### src/hw/rtl/fpcl_pkg.sv
package fpcl_pkg;

    // Line buffer depth of the receive handler
    localparam int unsigned LINE_BYTES = 32;
    localparam int unsigned COUNT_W    = $clog2(LINE_BYTES);

    // Position in the pattern FAN:<int>-PUMP:<int>
    localparam logic [3:0] PH_HEAD0 = 4'd0;
    localparam logic [3:0] PH_N1    = 4'd4;
    localparam logic [3:0] PH_D1    = 4'd5;
    localparam logic [3:0] PH_LIT2  = 4'd6;
    localparam logic [3:0] PH_N2    = 4'd12;
    localparam logic [3:0] PH_D2    = 4'd13;
    localparam logic [3:0] PH_DONE  = 4'd14;

    localparam logic [7:0] CH_NUL   = 8'd0;
    localparam logic [7:0] CH_TAB   = 8'd9;
    localparam logic [7:0] CH_LF    = 8'd10;
    localparam logic [7:0] CH_VT    = 8'd11;
    localparam logic [7:0] CH_FF    = 8'd12;
    localparam logic [7:0] CH_CR    = 8'd13;
    localparam logic [7:0] CH_SPACE = 8'd32;
    localparam logic [7:0] CH_PLUS  = 8'h2B;
    localparam logic [7:0] CH_MINUS = 8'h2D;
    localparam logic [7:0] CH_ZERO  = 8'h30;
    localparam logic [7:0] CH_NINE  = 8'h39;

    typedef struct packed {
        logic       command_ok;
        logic [7:0] fan_duty;
        logic [7:0] pump_duty;
    } result_t;

    function automatic logic is_blank(input logic [7:0] c);
        return (c == CH_TAB) || (c == CH_VT) || (c == CH_FF) || (c == CH_SPACE);
    endfunction

    function automatic logic is_digit(input logic [7:0] c);
        return (c >= CH_ZERO) && (c <= CH_NINE);
    endfunction

    // Expected character at a literal position of the pattern
    function automatic logic [7:0] lit_char(input logic [3:0] ph);
        logic [7:0] ch;
        case (ph)
            4'd0:    ch = "F";
            4'd1:    ch = "A";
            4'd2:    ch = "N";
            4'd3:    ch = ":";
            4'd6:    ch = "-";
            4'd7:    ch = "P";
            4'd8:    ch = "U";
            4'd9:    ch = "M";
            4'd10:   ch = "P";
            4'd11:   ch = ":";
            default: ch = 8'd0;
        endcase
        return ch;
    endfunction

endpackage

### src/hw/rtl/fpcl_rx_if.sv
interface fpcl_rx_if;
    logic       valid;
    logic       ready;
    logic [7:0] rx_char;

    modport source (output valid, output rx_char, input ready);
    modport sink (input valid, input rx_char, output ready);
endinterface

### src/hw/rtl/fpcl_res_if.sv
interface fpcl_res_if;
    logic       valid;
    logic       ready;
    logic       command_ok;
    logic [7:0] fan_duty;
    logic [7:0] pump_duty;

    modport source (output valid, output command_ok, output fan_duty, output pump_duty,
                    input ready);
    modport sink (input valid, input command_ok, input fan_duty, input pump_duty,
                  output ready);
endinterface

### src/hw/rtl/fpcl_match.sv
module fpcl_match (
    input  logic                clk,
    input  logic                rst_n,
    input  logic                accept,
    input  logic [7:0]          rx_char,
    output logic                res_load,
    output fpcl_pkg::result_t   res_data
);

    logic [fpcl_pkg::COUNT_W-1:0] count_reg, count_next;
    logic [3:0] phase_reg, phase_next;
    logic       dead_reg, dead_next;
    logic       neg_reg, neg_next;
    logic       dig_reg, dig_next;
    logic [7:0] n1_reg, n1_next;
    logic [7:0] n2_reg, n2_next;
    logic [7:0] fan_reg, fan_next;
    logic [7:0] pump_reg, pump_next;

    // Per-byte working values
    logic [3:0] ph;
    logic       dead, neg, dig, consumed, line_end, ok;
    logic [7:0] n1, n2, dval;

    // Match one byte against the pattern, then handle line end and overflow
    always_comb
    begin
        ph       = phase_reg;
        dead     = dead_reg;
        neg      = neg_reg;
        dig      = dig_reg;
        n1       = n1_reg;
        n2       = n2_reg;
        consumed = 1'b0;
        dval     = rx_char - fpcl_pkg::CH_ZERO;
        line_end = (rx_char == fpcl_pkg::CH_LF) || (rx_char == fpcl_pkg::CH_CR);

        if (line_end || rx_char == fpcl_pkg::CH_NUL)
        begin
            // Close matching: only a number in progress after PUMP: can finish
            if (!dead && ph != fpcl_pkg::PH_DONE)
            begin
                if (ph == fpcl_pkg::PH_D2 && dig)
                begin
                    n2 = neg ? (8'd0 - n2) : n2;
                    ph = fpcl_pkg::PH_DONE;
                end
                else
                begin
                    dead = 1'b1;
                end
            end
        end
        else if (!dead && ph != fpcl_pkg::PH_DONE)
        begin
            if (ph < fpcl_pkg::PH_N1)
            begin
                if (rx_char == fpcl_pkg::lit_char(ph))
                    ph = ph + 4'd1;
                else
                    dead = 1'b1;
                consumed = 1'b1;
            end
            // Skip blanks, take an optional sign
            if (!consumed && (ph == fpcl_pkg::PH_N1 || ph == fpcl_pkg::PH_N2))
            begin
                if (fpcl_pkg::is_blank(rx_char))
                begin
                    consumed = 1'b1;
                end
                else
                begin
                    neg = 1'b0;
                    dig = 1'b0;
                    ph  = ph + 4'd1;
                    if (rx_char == fpcl_pkg::CH_PLUS || rx_char == fpcl_pkg::CH_MINUS)
                    begin
                        neg      = (rx_char == fpcl_pkg::CH_MINUS);
                        consumed = 1'b1;
                    end
                end
            end
            // Accumulate digits modulo 256
            if (!consumed && (ph == fpcl_pkg::PH_D1 || ph == fpcl_pkg::PH_D2))
            begin
                consumed = 1'b1;
                if (fpcl_pkg::is_digit(rx_char))
                begin
                    if (ph == fpcl_pkg::PH_D1)
                        n1 = (n1 << 3) + (n1 << 1) + dval;
                    else
                        n2 = (n2 << 3) + (n2 << 1) + dval;
                    dig = 1'b1;
                end
                else if (!dig)
                begin
                    dead = 1'b1;
                end
                else if (ph == fpcl_pkg::PH_D2)
                begin
                    n2 = neg ? (8'd0 - n2) : n2;
                    ph = fpcl_pkg::PH_DONE;
                end
                else
                begin
                    n1       = neg ? (8'd0 - n1) : n1;
                    ph       = fpcl_pkg::PH_LIT2;
                    consumed = 1'b0;
                end
            end
            // Middle literal -PUMP:
            if (!consumed && ph >= fpcl_pkg::PH_LIT2 && ph < fpcl_pkg::PH_N2)
            begin
                if (rx_char == fpcl_pkg::lit_char(ph))
                    ph = ph + 4'd1;
                else
                    dead = 1'b1;
            end
        end

        ok = !dead && ph == fpcl_pkg::PH_DONE;

        // Default: hold everything
        count_next = count_reg;
        phase_next = phase_reg;
        dead_next  = dead_reg;
        neg_next   = neg_reg;
        dig_next   = dig_reg;
        n1_next    = n1_reg;
        n2_next    = n2_reg;
        fan_next   = fan_reg;
        pump_next  = pump_reg;

        if (accept)
        begin
            if (line_end || count_reg == fpcl_pkg::COUNT_W'(fpcl_pkg::LINE_BYTES - 1))
            begin
                // Restart the line; on overflow the byte is dropped
                count_next = '0;
                phase_next = fpcl_pkg::PH_HEAD0;
                dead_next  = 1'b0;
                neg_next   = 1'b0;
                dig_next   = 1'b0;
                n1_next    = '0;
                n2_next    = '0;
                if (line_end && ok)
                begin
                    fan_next  = n1;
                    pump_next = n2;
                end
            end
            else
            begin
                count_next = count_reg + 1'b1;
                phase_next = ph;
                dead_next  = dead;
                neg_next   = neg;
                dig_next   = dig;
                n1_next    = n1;
                n2_next    = n2;
            end
        end

        res_load            = accept && line_end;
        res_data.command_ok = ok;
        res_data.fan_duty   = ok ? n1 : fan_reg;
        res_data.pump_duty  = ok ? n2 : pump_reg;
    end

    // Line and level state
    always_ff @(posedge clk or negedge rst_n)
    begin
        if (!rst_n)
        begin
            count_reg <= '0;
            phase_reg <= fpcl_pkg::PH_HEAD0;
            dead_reg  <= 1'b0;
            neg_reg   <= 1'b0;
            dig_reg   <= 1'b0;
            n1_reg    <= '0;
            n2_reg    <= '0;
            fan_reg   <= '0;
            pump_reg  <= '0;
        end
        else
        begin
            count_reg <= count_next;
            phase_reg <= phase_next;
            dead_reg  <= dead_next;
            neg_reg   <= neg_next;
            dig_reg   <= dig_next;
            n1_reg    <= n1_next;
            n2_reg    <= n2_next;
            fan_reg   <= fan_next;
            pump_reg  <= pump_next;
        end
    end

endmodule

### src/hw/rtl/fpcl_out_reg.sv
module fpcl_out_reg (
    input  logic                clk,
    input  logic                rst_n,
    input  logic                load,
    input  fpcl_pkg::result_t   data,
    output logic                room,
    fpcl_res_if.source          res
);

    logic              valid_reg, valid_next;
    fpcl_pkg::result_t data_reg;

    // Free when empty or being drained this cycle
    assign room = !valid_reg || res.ready;

    always_comb
    begin
        valid_next = valid_reg;
        if (load)
            valid_next = 1'b1;
        else if (res.ready)
            valid_next = 1'b0;
    end

    always_ff @(posedge clk or negedge rst_n)
    begin
        if (!rst_n)
            valid_reg <= 1'b0;
        else
            valid_reg <= valid_next;
    end

    // Hold the item until taken
    always_ff @(posedge clk)
    begin
        if (load)
            data_reg <= data;
    end

    assign res.valid      = valid_reg;
    assign res.command_ok = data_reg.command_ok;
    assign res.fan_duty   = data_reg.fan_duty;
    assign res.pump_duty  = data_reg.pump_duty;

endmodule

### src/hw/rtl/fan_pump_command_line_parser_core.sv
// FAN/PUMP command line parser.
// rx: one received UART byte per item (rx_char). Lines end at CR or LF and
// are matched against FAN:<int>-PUMP:<int>; blanks and a sign may precede
// each number, trailing text is ignored, NUL ends matching, and a line
// longer than 31 bytes restarts with the overflowing byte dropped.
// res: one item per line end: command_ok, and the fan and pump duties in
// force after that line (updated to the low 8 bits of the numbers on a match).
// Throughput: one byte per cycle while rx.ready is high. Each byte is matched
// by the combinational per-byte logic, and a line end's item is registered
// and appears on res the cycle after the byte is accepted.
// The result register holds one item: while it is full and res.ready is
// low, rx.ready drops and no byte is taken; a byte is accepted in the same
// cycle that a held item is taken.
// Reset (rst_n low, asynchronous) empties the result register, clears the
// line state and sets both duties to zero.
module fan_pump_command_line_parser_core (
    input  logic        clk,
    input  logic        rst_n,
    fpcl_rx_if.sink     rx,
    fpcl_res_if.source  res
);

    logic              room;
    logic              accept;
    logic              res_load;
    fpcl_pkg::result_t res_data;

    assign rx.ready = room;
    assign accept   = rx.valid && room;

    fpcl_match u_match (
        .clk      (clk),
        .rst_n    (rst_n),
        .accept   (accept),
        .rx_char  (rx.rx_char),
        .res_load (res_load),
        .res_data (res_data)
    );

    fpcl_out_reg u_out_reg (
        .clk   (clk),
        .rst_n (rst_n),
        .load  (res_load),
        .data  (res_data),
        .room  (room),
        .res   (res)
    );

endmodule
### src/flat_wrapper.sv
// flat-port wrapper written by rule: the top's interface ports become plain ports
module fan_pump_command_line_parser_core_flat 
  (clk, rst_n, rx_valid, rx_rx_char, rx_ready, res_valid, res_command_ok, res_fan_duty, res_pump_duty, res_ready);
  fpcl_rx_if rx_i ();
  fpcl_res_if res_i ();
  input  logic clk;
  input  logic rst_n;
  input wire logic [$bits(rx_i.valid)-1:0] rx_valid;
  input wire logic [$bits(rx_i.rx_char)-1:0] rx_rx_char;
  output wire logic [$bits(rx_i.ready)-1:0] rx_ready;
  output wire logic [$bits(res_i.valid)-1:0] res_valid;
  output wire logic [$bits(res_i.command_ok)-1:0] res_command_ok;
  output wire logic [$bits(res_i.fan_duty)-1:0] res_fan_duty;
  output wire logic [$bits(res_i.pump_duty)-1:0] res_pump_duty;
  input wire logic [$bits(res_i.ready)-1:0] res_ready;
  assign rx_i.valid = rx_valid;
  assign rx_i.rx_char = rx_rx_char;
  assign rx_ready = rx_i.ready;
  assign res_valid = res_i.valid;
  assign res_command_ok = res_i.command_ok;
  assign res_fan_duty = res_i.fan_duty;
  assign res_pump_duty = res_i.pump_duty;
  assign res_i.ready = res_ready;
  fan_pump_command_line_parser_core u_core (.clk(clk), .rst_n(rst_n), .rx(rx_i), .res(res_i));
endmodule
### config.mk
export PLATFORM = sky130hd
export DESIGN_NAME = fan_pump_command_line_parser_core_flat
export DESIGN_NICKNAME = d
export VERILOG_FILES = /design/src/hw/rtl/fpcl_pkg.sv /design/src/hw/rtl/fpcl_rx_if.sv /design/src/hw/rtl/fpcl_res_if.sv /design/src/hw/rtl/fpcl_match.sv /design/src/hw/rtl/fpcl_out_reg.sv /design/src/hw/rtl/fan_pump_command_line_parser_core.sv /design/src/flat_wrapper.sv
export SDC_FILE = /design/constraint.sdc
export NUM_CORES = 1
export LEC_CHECK = 0
export BUFFER_PORTS_ARGS = -buffer_cell sky130_fd_sc_hd__buf_2
export CAP_MARGIN = 10
export CORE_ASPECT_RATIO = 0.6
export CORE_UTILIZATION = 25
export DETAILED_ROUTE_END_ITERATION = 16
export GPL_TIMING_DRIVEN = 0
export PLACE_DENSITY_LB_ADDON = 0.15
export REMOVE_ABC_BUFFERS = 1
export SLEW_MARGIN = 20
export SYNTH_ARGS = -nofsm -noshare
export SYNTH_HDL_FRONTEND = slang
export SYNTH_SLANG_ARGS = --single-unit
export TNS_END_PERCENT = 5
### constraint.sdc
create_clock -name clk -period 10.6 [get_ports clk]
set_input_delay 1.59 -clock clk [delete_from_list [all_inputs] [get_ports clk]]
set_output_delay 1.59 -clock clk [all_outputs]
set_load 0.05 [all_outputs]
==> results.sh <==
export IMPL_maxSlewHeadroom_pct=28.7
export IMPL_seqPwrFrac_pct=29.4
export IMPL_synthMuxAreaShare_pct=8.35
export IMPL_place_gp_congestion=0.890
export IMPL_switching_share_pct=35.8
export IMPL_grt_antenna_before_repair=1
export IMPL_status="finished, final reports clean"
export IMPL_regArea_mm2=0.00164
export IMPL_antenna_cells=0
export IMPL_fp_dieH_um=120
export IMPL_layout_commonest_cell="nand2_1"
export IMPL_firstDrtPassIters=5
export IMPL_synthFlopType="dfrtp_1"
export IMPL_drt_iter0_markers=416
export IMPL_cp_required_ns=10.69
export IMPL_dp_hpwl_um=14000
export IMPL_cts_tree="done"
export IMPL_port_buffers=30
export IMPL_synth_top_family_by_area="compound AO/OA/AOI/OAI gates"
export IMPL_synth_cell_types=85
export IMPL_grt_usage_pct=16.9
export IMPL_cts_sinks=62
export IMPL_setup_viol=0
export IMPL_ant_nets=0
export IMPL_clk_latency_ns=0.35
export IMPL_hold_ws_ns=0.486
export IMPL_io_pins=31
export IMPL_wirelength_um=18800
export IMPL_skew_ns=0.00904
export IMPL_tightest_slew_ns=1.04
export IMPL_row_count=42
export IMPL_synth_cells=653
export IMPL_clockPowerShare_pct=36.3
export IMPL_cts_buffer_depth=2
export IMPL_cp_start_kind="register"
export IMPL_synth_compound_area_share_pct=23.1
export IMPL_finalNonFillerCells=978
export IMPL_initial_utilization_pct=25.8
export IMPL_die_area_mm2=0.0237
export IMPL_grt_pass1_vias=5125
export IMPL_hold_path_class="reg2reg"
export IMPL_gr_total_overflow=0
export IMPL_vdd_drop_max_uv=86.1
export IMPL_ys_warn_count=0
export IMPL_vias_per_cell=5.33
export IMPL_wl_per_cell_um=19.2
export IMPL_rsz0062_at_grt="false"
export IMPL_synthAdderAreaFrac_pct=10.6
export IMPL_final_hold_violation_count=0
export IMPL_h_tree_depth=3
export IMPL_synth_edf_count=17
export IMPL_synth_seq_cells=62
export IMPL_ctsResizeCount=0
export IMPL_p_per_area_mw_per_mm2=154
export IMPL_layout_nets=719
export IMPL_ys_seq_area_share_pct=28.4
export IMPL_p_total_w=0.00101
export IMPL_worstSetupEndpointType="register"
export IMPL_layout_cells_most_common_list="59 x nand2_1, 45 x o21ai_0, 45 x dfrtp_1"
export IMPL_multi_input_area_mm2=0.00383
export IMPL_pre_cts_ws_ns=1.33
export IMPL_cts_hold_buf=0
export IMPL_slowest_stage="dfrtp_1"
export IMPL_power_frac_comb_pct=34.3
export IMPL_crit_buf_inv=3
export IMPL_synth_simple_area_share_pct=19.7
export IMPL_vias=5209
export IMPL_path_delay_family="compound AO/OA/AOI/OAI gates"
export IMPL_placed_cells=962
export IMPL_setup_tns_ns=0
export IMPL_coreArea_mm2=0.0223
export IMPL_grt_max_degree=46
export IMPL_nFillCells=2389
export IMPL_die_w_um=198
export IMPL_cts_buffers=9
export IMPL_async_reset_ff_share_pct=72.6
export IMPL_clock_root_buffer="clkbuf_16"
export IMPL_cp_slowest_stage_delay_ns=0.95
export IMPL_p_leak_nw=2.68
export IMPL_syn_to_final_growth_pct=13.8
export IMPL_crit_arrival_ns=9.16
export IMPL_crit_type="reg2reg"
export IMPL_period_minus_slack_ns=9.07
export IMPL_avgSynthCellArea_um2=8.81
export IMPL_max_cap_viol_count=0
export IMPL_p_sw_w=0.000360
export IMPL_drive_gt1_share_pct=14.6
export IMPL_syn_area_mm2=0.00576
export IMPL_final_period_utilization_pct=85.6
export IMPL_fin_ws_ns=1.53
export IMPL_drv_slew=0
export IMPL_cp_max_fo=27
export IMPL_fmax_ghz=0.110
export IMPL_synth_xor_area_share_pct=4.72
export IMPL_cts_setup_buffers=0
export IMPL_grt_pass1_wl_um=30100
export IMPL_drc=0
export IMPL_clk_pin_slew_ns=0.06
export IMPL_intPower_w=0.000647
==> cell usage after synthesis, types with 10 or more instances <==
cell type / instances / share of area, %
a21oi_1: 40 / 3.5
clkbuf_1: 20 / 1.3
dfrtp_1: 45 / 20
edfxtp_1: 17 / 8.9
fa_1: 10 / 3.5
ha_1: 32 / 7.0
inv_1: 38 / 2.5
mux2_1: 10 / 2.0
mux2_2: 18 / 3.5
nand2_1: 59 / 3.8
nand2b_1: 10 / 1.1
nand3_1: 16 / 1.4
nor2_1: 45 / 2.9
nor3_1: 30 / 2.6
o21ai_0: 45 / 3.9
or3_1: 10 / 1.1
xnor2_1: 26 / 4.0
==> power by group through the flow <==
stage	logic [W]	registers (W)	clock network, W
2_1_floorplan	0.000252	0.000289	0
5_1_grt	0.000384	0.000299	0.000386
3_3_place_gp	0.000334	0.000299	0
6_report	0.000345	0.000296	0.000366
4_1_cts	0.000344	0.000295	0.000373
3_5_place_dp	0.000341	0.000299	0
==> worst paths after layout <==
path,startpoint,endpoint,depth (start not counted),slack (ns)
max,u_core.u_match.phase_reg[2],u_core.u_out_reg.res.fan_duty[2],28,1.53
min,u_core.u_match.fan_reg[2],u_core.u_match.fan_reg[2],1,0.49
max reg2reg,u_core.u_match.phase_reg[2],u_core.u_out_reg.res.fan_duty[2],28,1.53
min reg2reg,u_core.u_match.fan_reg[2],u_core.u_match.fan_reg[2],1,0.49
max in group asynchronous,rst_n,u_core.u_match.n1_reg[2],1,8.88
min in group asynchronous,rst_n,u_core.u_match.pump_reg[0],1,1.26
==> through the flow <==
step | area, um2 | util [%]
after floorplan | 5610 | -
after global placement | 6140 | 27.5
after detailed placement | 6180 | 27.7
after CTS | 6550 | 29.3
after global routing | 6550 | 29.3
final | 6550 | 29.3
==> final cells by class <==
cell class / instances / share of cell area, %
Inverter: 39 / 2.24
Timing Repair Buffer: 33 / 2.73
Clock buffer: 11 / 4.03
Clock inverter: 5 / 1.57
Tap cell: 308 / 5.89
Sequential cell: 62 / 25.0
Multi-Input combinational cell: 520 / 58.6
==> logic make-up (layout without fill, tap and decap cells) <==
logic type / count (synthesis) / count (layout)
xor+xnor: 31 / 31
buf+inv: 71 / 88
compound gates: 188 / 188
flops: 62 / 62
mux: 40 / 40
fa+ha+maj: 43 / 43
simple gates: 218 / 218
==> worst register-to-register path, delay by kind of cell, from the launching register on <==
family | cells | cell delay [ns]
buffers and inverters | 3 | 0.53
and+or+nand+nor | 11 | 2.98
adders and majority gates | 3 | 0.81
AOI/OAI and AO/OA | 10 | 3.13
DFF | 1 | 0.95
muxes | 1 | 0.43
==> metal layers <==
metal,track usage (%),wire [um]
met2,22.3,7230
met1,26.9,10100
met3,4.02,1290
met4,3.00,138
met5,0,0
Note: power is estimated with default switching activity, not from simulation.
